## config.mk

```make
export PLATFORM = sky130hd
export DESIGN_NAME = rmd_ctrl
export DESIGN_NICKNAME = d
export VERILOG_FILES = /design/src/rmd_pkg.sv /design/src/rmd_ctrl.sv
export SDC_FILE = /design/constraint.sdc
export NUM_CORES = 1
export LEC_CHECK = 0
export BUFFER_PORTS_ARGS = -buffer_cell sky130_fd_sc_hd__buf_2
export CORE_AREA = 5 5 42 44
export CTS_BUF_LIST = sky130_fd_sc_hd__clkbuf_4 sky130_fd_sc_hd__clkbuf_8 sky130_fd_sc_hd__clkbuf_16
export CTS_CLUSTER_DIAMETER = 150
export CTS_CLUSTER_SIZE = 20
export DETAILED_ROUTE_END_ITERATION = 6
export DIE_AREA = 0 0 47 49
export PLACE_DENSITY_LB_ADDON = 0.15
export SYNTH_ARGS = -nofsm -noshare
export SYNTH_HDL_FRONTEND = slang
export SYNTH_SLANG_ARGS = --single-unit
```

## constraint.sdc

```tcl
create_clock -name clk_i -period 1.2 [get_ports clk_i]
set_input_delay 0.3 -clock clk_i [delete_from_list [all_inputs] [get_ports clk_i]]
set_output_delay 0.3 -clock clk_i [all_outputs]
set_load 0.02 [all_outputs]
```

## src/rmd_pkg.sv

```systemverilog
// ----------------------------------------------------------------------------
// rmd_pkg: shared definitions for the reduce method decompressor
// Sizes, codes and the command and status records between controller and
// datapath.
// ----------------------------------------------------------------------------
package rmd_pkg;

  localparam int HISTORY_DEPTH = 16384;
  localparam int MAX_SET_SIZE  = 64;
  localparam int NUM_SETS      = 256;

  localparam int HIST_AW = $clog2(HISTORY_DEPTH);
  localparam int SET_AW  = $clog2(NUM_SETS);
  localparam int ENT_AW  = $clog2(MAX_SET_SIZE);
  localparam int FOL_AW  = SET_AW + ENT_AW;

  localparam logic [7:0]  ESC_BYTE  = 8'd144;
  localparam logic [13:0] DIST_MASK = 14'h3fff;

  // Bytes one input item may produce before decoding pauses.
  localparam logic [8:0] STEP_BYTES = 9'd392;

  // Configuration register indexes.
  localparam logic CFG_IDX_FACTOR = 1'b0;
  localparam logic CFG_IDX_LIMIT  = 1'b1;

  typedef enum logic [1:0] {
    LD_COUNT,
    LD_BYTES,
    LD_DONE
  } load_phase_e;

  typedef enum logic [1:0] {
    ESC_PLAIN,
    ESC_SEEN,
    ESC_EXTRA,
    ESC_DIST
  } esc_state_e;

  typedef enum logic [3:0] {
    OP_NONE,
    OP_ACCEPT,
    OP_STOP,
    OP_COPY,
    OP_LOAD,
    OP_DECODE,
    OP_FOL_CAP,
    OP_SYM,
    OP_FLUSH
  } op_e;

  typedef enum logic [2:0] {
    ST_IDLE,
    ST_ITER,
    ST_COPY,
    ST_SIZE,
    ST_DECODE,
    ST_FOL,
    ST_SYM,
    ST_FLUSH
  } ctrl_state_e;

  typedef struct packed {
    op_e op;
  } cmd_t;

  typedef struct packed {
    logic limit_hit;
    logic copy_pending;
    logic loading;
    logic load_ready;
    logic budget_full;
    logic dec_ok;
    logic dec_index;
    logic sym_emits;
    logic pack_full;
    logic pack_nonempty;
    logic out_free;
  } status_t;

endpackage

```

## src/rmd_ctrl.sv

```systemverilog
// ----------------------------------------------------------------------------
// rmd_ctrl: decoding sequencer
// Walks the decode loop for one input item and issues datapath commands.
// ----------------------------------------------------------------------------
module rmd_ctrl (
  input  logic             clk_i,
  input  logic             rst_ni,
  input  logic             in_valid_i,
  output logic             in_ready_o,
  input  rmd_pkg::status_t status_i,
  output rmd_pkg::cmd_t    cmd_o
);
  import rmd_pkg::*;

  ctrl_state_e state_q, state_d;

  // State register.
  always_ff @(posedge clk_i or negedge rst_ni) begin
    if (!rst_ni) begin
      state_q <= ST_IDLE;
    end else begin
      state_q <= state_d;
    end
  end

  // Next state and commands.
  always_comb begin
    state_d    = state_q;
    cmd_o.op   = OP_NONE;
    in_ready_o = 1'b0;
    unique case (state_q)
      ST_IDLE: begin
        in_ready_o = 1'b1;
        if (in_valid_i) begin
          cmd_o.op = OP_ACCEPT;
          state_d  = ST_ITER;
        end
      end
      ST_ITER: begin
        if (status_i.limit_hit) begin
          cmd_o.op = OP_STOP;
          state_d  = ST_FLUSH;
        end else if (status_i.copy_pending) begin
          state_d = status_i.budget_full ? ST_FLUSH : ST_COPY;
        end else if (status_i.loading) begin
          if (status_i.load_ready) begin
            cmd_o.op = OP_LOAD;
          end else begin
            state_d = ST_FLUSH;
          end
        end else begin
          state_d = status_i.budget_full ? ST_FLUSH : ST_SIZE;
        end
      end
      ST_COPY: begin
        if (!(status_i.pack_full && !status_i.out_free)) begin
          cmd_o.op = OP_COPY;
          state_d  = ST_ITER;
        end
      end
      ST_SIZE: begin
        state_d = ST_DECODE;
      end
      ST_DECODE: begin
        if (!status_i.dec_ok) begin
          state_d = ST_FLUSH;
        end else begin
          cmd_o.op = OP_DECODE;
          state_d  = status_i.dec_index ? ST_FOL : ST_SYM;
        end
      end
      ST_FOL: begin
        cmd_o.op = OP_FOL_CAP;
        state_d  = ST_SYM;
      end
      ST_SYM: begin
        if (!(status_i.sym_emits && status_i.pack_full && !status_i.out_free)) begin
          cmd_o.op = OP_SYM;
          state_d  = ST_ITER;
        end
      end
      ST_FLUSH: begin
        if (!status_i.pack_nonempty) begin
          state_d = ST_IDLE;
        end else if (status_i.out_free) begin
          cmd_o.op = OP_FLUSH;
          state_d  = ST_IDLE;
        end
      end
      default: state_d = ST_IDLE;
    endcase
  end

endmodule

```

; ---- After elaboration in Yosys (flattened, before gate mapping)
; Cells that the tools add are included.
[op_classes]
n_eq_ne = 12
n_mux = 26
n_reduce_logical = 6
[ops]
columns = op, n
row1 = 3-bit 2-to-1 mux, 17
row2 = 4-bit case mux with 7 select lines, 1
row3 = 3-bit case mux with 8 select lines, 1
row4 = "3-bit equality test, second input constant", 4
row5 = 4-bit 2-to-1 mux, 2
row6 = "3-bit by 2-bit equality test with 1-bit output, second input constant", 2
row7 = 2-bit 2-to-1 mux, 3
row8 = "2-bit inequality test, second input constant", 3
row9 = "5-bit inequality test, second input constant", 1
row10 = 5-bit AND reduction, 1
row11 = "3-bit by 1-bit equality test with 1-bit output, second input constant", 1
row12 = 1-bit logical AND, 3
row13 = 3-bit zero test, 1
row14 = "3-bit inequality test, second input constant", 1
row15 = 1-bit 2-to-1 mux, 2
row16 = 1-bit zero test, 1
[totals]
register_bits = 3
inputBits = 14
output_inout_bits = 5
word_cells = 45

; ---- Logic depth before layout (Yosys ltp)
; Gate-level depths: netlist of the first run.
[depth]
word_depth = 5
depth_mapped = 4

; ---- Worst setup path before layout of the first run
; Ideal clock, no wire load.
[synth_timing]
kind = flip-flop to output port
from = register state_q[2]
to = output port cmd_o[0] (netlist bit)
arrival_ns = 1.194
required_time_ns = 0.900
setup_slack_ns = -0.294
stages_incl_launch_ff = 4
n_path_buf = 1
cell_sequence = dfrtp_1 buf_4 a211o_1 a21oi_1
[synth_lines]
columns = item, line_no
row1 = from (decl), rmd_ctrl.sv:15  ; ctrl_state_e state_q, state_d;
row2 = from (signal assigned), rmd_ctrl.sv:22  ; state_q <= state_d;
row3 = to (decl), rmd_ctrl.sv:11  ; output rmd_pkg::cmd_t cmd_o

==> results.tsv, run 1 <==
metric	value	unit
RSZ-0062 raised after global routing	true	
layout cells sized above 1	65.12	%
Setup Crit Path Kind	reg -> out	
Synth Net Count	60	
die height	49	um
Worst Hold Class	in -> async	
die area	0.002303	sq mm
biggest regs	state_q: 3 flops	
total power	1.818	mW
Clk Tree Root Cell	clkbuf_4	
GP Congestion	0.7458	
Critical R2R Capture	state_q[0]	
initial antenna violation count	0	
CP top delay family	flip-flops	
Initial Util	25.18	%
reg2reg start	state_q[2]	
DRT Pass-1 Iters	4	
r2r setup slk	-0.19	ns
Tightest Pin Transition	0.2600	ns
Worst-path clk slew	0.04	ns
Core Region	0.001401	sq mm
Seq/Total Area, Yosys	21.28	%
ys async rst share	100.0	%
DR DRC count	0	
wirelength, routed	1226	um
Max VDD drop	1.380	mV
Critical Path RT	0.90	ns
Top reg by flops	state_q	
Area Growth Syn to Fin	106.0	%
worst-path cell chain	nand3_2 > o211ai_1 > buf_4 > a21oi_4 > buf_6	
clk sink count	3	
Worst Hold Slack	0.3736	ns
Post-Route Skew	0.01222	ns
Setup WS pre-CTS	-0.2718	ns
initial DRC count	6	
pwr dens	2501	mW/mm^2
Final nets	101	
GRT Residual Overflow	0	
Clk Latency, worst-skew pair	0.25	ns
synth warn	0	
routed vias	492	
CTS tree	built	
site row count	14	
die width	47	um
final non-filler cell total	102	
synthesized area	352.8	sq um
fin crit period	1.542	ns
Crit path largest cell delay	0.43	ns
cts bufs inserted	3	
Syn Inst Count	46	
crit end category	output port	
setup TNS	-1.953	ns
Cell variety after synth	25	
Final setup violation count	8	
Max H-tree Level	1	
final hold violations	0	
antenna cells	0	
DR WL/cell	12.02	um
dpl cells	91	
Max transition margin	82.52	%
Final Cycle Share	128.5	%
Leak	0.3223	nW
ys flop type	dfrtp_1	
Critical Path Fanout Max	5	
clock tree buffer depth	2	
Slew Limit Fails	0	
GRT Util Overall	10.42	%
Port Buffers	18	
Max-Cap Viols	0	
setup ws final	-0.3424	ns
ANT nets after route	0	
pin count of the biggest net entering global routing	13	
vias per cell	4.824	
syn_area_per_cell	7.670	sq um
number of enable flip-flop cells after synthesis	0	
worst reg2reg path depth	5	
IO Pins	19	
first-pass GRT wire length	1821	um
WP data arrival	1.24	ns
failing checks	negative setup slack	
vias in the first global route	471	
post-synthesis register bit count	3	
Fmax	648.3	MHz
Largest register FFs	3	
Buf+Inv Stages, Crit Path	2	
run status	complete, but fails checks	
Startpoint Class	register	
Detail Placement HPWL	883.6	um
crit path max-delay cell type	dfrtp_2	
cell type report:
cell class | instances | area, sq um
fillers | 152 | 674.4
repair buffers | 39 | 281.5
multi-input cells | 38 | 306.5
well taps | 16 | 20.02
flip-flops and latches | 3 | 78.83
inverters | 2 | 10.01
clock buffers | 4 | 30.03
how the worst max path moves through the flow:
stage / start / endpoint / cells after the start
after CTS: state_q[1] / cmd_o[2] / 5
after global routing: state_q[1] / cmd_o[0] / 5
after detailed placement: status_i[0] / cmd_o[2] / 6
after floorplan: state_q[1] / cmd_o[2] / 4
after global placement: status_i[0] / cmd_o[2] / 6
final: state_q[1] / cmd_o[0] / 5
where the power goes:
| group | internal, mW | switching (mW) |
|---|---|---|
| Combinational | 0.722 | 0.587 |
| Sequential | 0.166 | 0.131 |
| Clock | 0.148 | 0.0651 |
| Total | 1.04 | 0.782 |
routing by layer:
| layer | up-vias | global-route usage (%) | wire [um] | share of wire, % |
|---|---|---|---|---|
| met2 | 15 | 15.16 | 553 | 45 |
| met1 | 218 | 14.29 | 575 | 47 |
| met3 | 2 | 3.321 | 72 | 5.9 |
| met5 | - | 0 | 0 | 0 |
| li1 | 257 | - | - | - |
| met4 | 0 | 3.226 | 25 | 2.0 |
cells in the final DEF, fill, tap and decap left out:
master / n
o21ai_2: 2
a2111o_1: 1
buf_2: 13
nor2_1: 1
nand2_1: 7
a21oi_4: 1
buf_4: 20
o31ai_1: 2
a21oi_1: 2
a32o_1: 2
nor2_2: 1
inv_4: 1
nor3_2: 1
nand2b_1: 2
o2bb2ai_1: 1
inv_1: 1
dlygate4sd3_1: 1
nor3b_1: 2
and4bb_1: 1
clkbuf_4: 4
nand3_2: 3
o32ai_4: 1
nor2b_1: 2
o211ai_1: 3
buf_6: 5
a31oi_1: 1
nor2b_4: 1
dfrtp_2: 3
a211o_1: 1
logic make-up after synthesis:
| group | count (synthesis) | share of synthesized area (%) |
|---|---|---|
| flip-flops | 3 | 21.28 |
| AO/OA/AOI/OAI | 17 | 35.81 |
| AND/OR/NAND/NOR | 21 | 35.46 |
| buffers and inverters | 5 | 7.445 |
synthesized netlist by cell type (all sizes together), types with 2 or more instances:
library cell / number / area, sq um
nor2b: 3 / 26.27
dfrtp: 3 / 75.07
a32o: 2 / 20.02
nand2b: 2 / 12.51
inv: 2 / 7.510
a21oi: 3 / 15.01
nor2: 2 / 7.510
o211ai: 3 / 22.52
nor3b: 2 / 15.01
o31ai: 2 / 15.01
nand2: 7 / 26.28
nand3: 3 / 20.02
o21ai: 2 / 10.00
buf: 2 / 15.01
repair_timing:
action / 4_1_cts / 5_1_grt
setup buffers: 5 / 1
setup endpoints to repair: 7 / 8
hold buffers: 1 / 0
pin swaps: 3 / 1
resized for setup: 14 / 5
endpoints found under the hold margin: 3 / 0
metrics by stage:
| step | cell area (sq um) | utilization [%] |
|---|---|---|
| after detailed placement | 576.8 | 41.16 |
| after global routing | 726.9 | 51.88 |
| after floorplan | 391.6 | - |
| after global placement | 576.8 | 41.16 |
| after CTS | 695.7 | 49.64 |
| final | 726.9 | 51.88 |
Power figures use the tool's default switching activity.
==> inputs of run 2 (changes only) <==
Settings changed: SETUP_SLACK_MARGIN set to 0.4.
==> results.tsv, run 2 (synthesis results as in run 1) <==
metric	value	unit
Worst Hold Class	in -> async	
Tightest Pin Transition	0.2965	ns
failing checks	negative setup slack	
Final nets	107	
antenna cells	0	
Critical Path Fanout Max	7	
cts bufs inserted	3	
WP data arrival	1.28	ns
pwr dens	2546	mW/mm^2
Setup Crit Path Kind	reg -> out	
Fmax	632.8	MHz
die width	47	um
fin crit period	1.580	ns
reg2reg start	state_q[2]	
DRT Pass-1 Iters	4	
Clk Tree Root Cell	clkbuf_4	
Critical path origin	state_q[2]	
Clock Power Share	10.2	%
initial antenna violation count	0	
site row count	14	
Max VDD drop	1.536	mV
Startpoint Class	register	
Core Region	0.001401	sq mm
commonest non-fill, non-tap cells in the layout	buf_4, buf_2, buf_6, nand2_1, clkbuf_4	
worst reg2reg path depth	6	
sequential power share	13.8	%
Top reg by flops	state_q	
dpl cells	94	
Slew Limit Fails	0	
RSZ-0062 raised after global routing	true	
sw power	0.8298	mW
IO Pins	19	
Final Cycle Share	131.7	%
leading cell type in the layout, fill and taps excluded	buf_4	
Final setup violation count	8	
CP top delay family	compound AO/OA/AOI/OAI gates	
pin count of the biggest net entering global routing	11	
DR DRC count	0	
Clk Latency, worst-skew pair	0.24	ns
clock tree buffer depth	2	
wirelength, routed	1345	um
CTS tree	built	
GRT Residual Overflow	0	
Largest register FFs	3	
GP Congestion	0.7408	
Comb pwr share	76.0	%
Max H-tree Level	1	
setup ws final	-0.3802	ns
Critical Path RT	0.90	ns
Initial Util	25.18	%
die area	0.002303	sq mm
Area Growth Syn to Fin	123.8	%
biggest regs	state_q: 3 flops	
die height	49	um
vias in the first global route	553	
Max transition margin	80.07	%
Port Buffers	18	
Worst-path clk slew	0.04	ns
switch share	41.29	%
crit end category	output port	
worst-path cell chain	a211o_1 > a21oi_4 > buf_6	
clk sink count	3	
vias per cell	4.917	
DR WL/cell	12.45	um
ANT nets after route	0	
initial DRC count	6	
first-pass GRT wire length	2304	um
Util after Layout	56.34	%
crit path max-delay cell type	dfrtp_2	
final non-filler cell total	108	
Leak	0.3622	nW
Detail Placement HPWL	958.9	um
Buf+Inv Stages, Crit Path	1	
GRT Util Overall	13.60	%
Worst path depth	3	
Pint	1.180	mW
Crit path largest cell delay	0.44	ns
routed vias	531	
Post-Route Skew	0.007820	ns
layout cells sized above 1	68.48	%
Max-Cap Viols	0	
final hold violations	0	
run status	complete, but fails checks	
[run 2: final timing paths]
check	slack, ns	end
hold / removal	0.38	state_q[1]
hold reg to reg	0.81	state_q[2]
setup / recovery	-0.38	cmd_o[0]
max in group asynchronous	0.70	state_q[0]
setup reg to reg	-0.28	state_q[0]
min in group clk_i	0.48	state_q[1]
[run 2: metrics by stage]
step / hold slack (ns) / instance area, sq um / setup WS [ns] / setup TNS, ns / power, mW
finish: 0.3793 / 789.5 / -0.3802 / -2.023 / 2.010
floorplan: 0.004409 / 410.4 / -0.1312 / -0.2869 / 0.9444
detailed placement: 0.09564 / 611.8 / -0.2570 / -0.9726 / 1.348
global route: 0.3888 / 789.5 / -0.4334 / -2.511 / 2.167
CTS: 0.3675 / 770.7 / -0.3762 / -2.001 / 1.960
global placement: 0.09746 / 611.8 / -0.2575 / -0.9288 / 1.338
[run 2: power groups by stage]
stage	logic, mW	clock network, mW	registers, mW
final	1.53	0.205	0.278
after global routing	1.65	0.227	0.294
after detailed placement	1.05	0	0.294
after CTS	1.47	0.217	0.277
after floorplan	0.712	0	0.233
after global placement	1.05	0	0.291
[run 2: metal layers]
metal	vias to the layer above	GRT usage, %	wire, um
met4	0	6.912	28
met5	-	0	0
met2	16	22.40	667
met3	3	2.952	82
met1	245	15.64	567
li1	267	-	-
[run 2: area by class of cell]
type / instances / area [sq um]
fill: 144 / 611.8
tap: 16 / 20.02
multi-input combinational: 38 / 312.8
clock buffer: 4 / 30.03
timing repair buffer: 45 / 341.6
sequential: 3 / 77.57
inverter: 2 / 7.507
[run 2: repair_timing]
action,in CTS,in global routing
hold buffers,1,0
resized for setup,20,1
buffers inserted,7,2
setup endpoints to repair,8,8
hold endpoints to repair,3,0
gates cloned,0,0
pin swaps,8,3
==> inputs of run 3 (changes only) <==
Settings changed: PLACE_DENSITY set to 0.51, PLACE_DENSITY_LB_ADDON 0.15 to unset, SKIP_LAST_GASP set to 1.
==> results.tsv, run 3 (synthesis results as in run 1) <==
metric	value	unit
run status	complete, but fails checks	
failing checks	negative setup slack	
wirelength, routed	1215	um
Post-Route Skew	0.004631	ns
Crit path largest cell delay	0.40	ns
clk sink count	3	
met3 Use GR	5.166	%
final hold violations	0	
Leak	0.3448	nW
final instance area	749.5	sq um
pin count of the biggest net entering global routing	15	
initial antenna violation count	0	
FILL cells	131	
Setup Crit Path Kind	reg -> out	
Area Growth Syn to Fin	112.4	%
WP data arrival	1.24	ns
Final setup violation count	7	
Slew Limit Fails	0	
Top reg by flops	state_q	
commonest non-fill, non-tap cells in the layout	buf_4, buf_2, nand2_1, clkbuf_4, buf_6	
Worst-path clk slew	0.04	ns
GP Congestion	0.7477	
GRT Util Overall	11.48	%
Max transition margin	84.15	%
ANT nets after route	0	
vias per cell	4.726	
GRT Residual Overflow	0	
die area	0.002303	sq mm
Buf+Inv Stages, Crit Path	1	
Critical Path Fanout Max	5	
crit end category	output port	
Tightest Pin Transition	0.2373	ns
worst-path cell chain	nor2_1 > a211o_1 > a21oi_4 > buf_6	
die height	49	um
dpl cell area	596.8	sq um
Max VDD drop	1.274	mV
setup ws final	-0.3378	ns
Startpoint Class	register	
M2 GR Usage	17.87	%
leading cell type in the layout, fill and taps excluded	buf_4	
pwr dens	2494	mW/mm^2
Seq. cell area	78.83	sq um
die width	47	um
Final nets	105	
site row count	14	
setup TNS	-1.681	ns
Max-Cap Viols	0	
Most Crowded Layer GR	met2	
area of the multi-input gates	305.3	sq um
DRT Pass-1 Iters	2	
Final Cycle Share	128.1	%
Core Region	0.001401	sq mm
initial DRC count	4	
dpl cells	92	
Clk Latency, worst-skew pair	0.23	ns
fin crit period	1.538	ns
DR WL/cell	11.46	um
IO Pins	19	
Clk Tree Root Cell	clkbuf_4	
Largest register FFs	3	
vias in the first global route	470	
routed vias	501	
crit path max-delay cell type	dfrtp_2	
Critical Path RT	0.90	ns
RSZ-0062 raised after global routing	true	
cts bufs inserted	3	
first-pass GRT wire length	1973	um
DR DRC count	0	
CP top delay family	compound AO/OA/AOI/OAI gates	
antenna cells	0	
biggest regs	state_q: 3 flops	
layout cells sized above 1	68.89	%
Util after Layout	53.48	%
Detail Placement HPWL	871.6	um
Worst Hold Class	in -> async	
Port Buffers	18	
Fmax	650.3	MHz
Initial Util	25.18	%
GR Layer Usage met1	14.07	%
Max H-tree Level	1	
CTS tree	built	
clock tree buffer depth	2	
final non-filler cell total	106	
## run 3: routing by layer
metal,up-vias,wire [um]
met4,0,0
met3,0,47
li1,265,-
met2,10,652
met1,226,516
met5,-,0
## run 3: layout make-up
cell class                      instances  share of cell area (%)
Clock buffer                            4                   4.007
Sequential cell                         3                   10.52
Timing Repair Buffer                   43                   40.73
Tap cell                               16                   2.671
Multi-Input combinational cell         38                   40.73
Inverter                                2                   1.336
## run 3: through the flow
step           hold slack, ns  setup slack (ns)  power, mW
2_1_floorplan        0.004409           -0.1312     0.9444
4_1_cts                0.3777           -0.3678      1.742
6_report               0.3983           -0.3378      1.869
5_1_grt                0.4039           -0.4137      2.012
3_3_place_gp          0.09502           -0.2460      1.282
3_5_place_dp          0.09788           -0.2667      1.278
## run 3: final timing paths
check | start | end | slack [ns] | cells after the start
worst min-delay path | rst_ni | state_q[0] | 0.40 | 2
worst max register to register | state_q[2] | state_q[0] | -0.16 | 5
worst max-delay path | state_q[1] | cmd_o[0] | -0.34 | 4
max in group asynchronous | rst_ni | state_q[2] | 0.68 | 2
worst min register to register | state_q[1] | state_q[1] | 0.79 | 3
min in group clk_i | status_i[4] | state_q[0] | 0.48 | 4
## run 3: power breakdown
group	switching [mW]	internal [mW]	total, mW
clock	0.0546	0.147	0.202
sequential	0.103	0.166	0.269
combinational	0.619	0.779	1.40
total	0.776	1.09	1.87
## run 3: timing repair
action	CTS	global route
hold buffers	1	0
setup endpoints to repair	8	8
endpoints found under the hold margin	3	0
pin swaps	3	3
buffers inserted	5	4
resized for setup	11	6
## run 3: worst register-to-register path: stages (launching register included)
cell,delay (ns)
dfrtp_2,0.45
buf_4,0.16
buf_4,0.13
o32ai_2,0.19
nand2_1,0.07
a32o_1,0.26
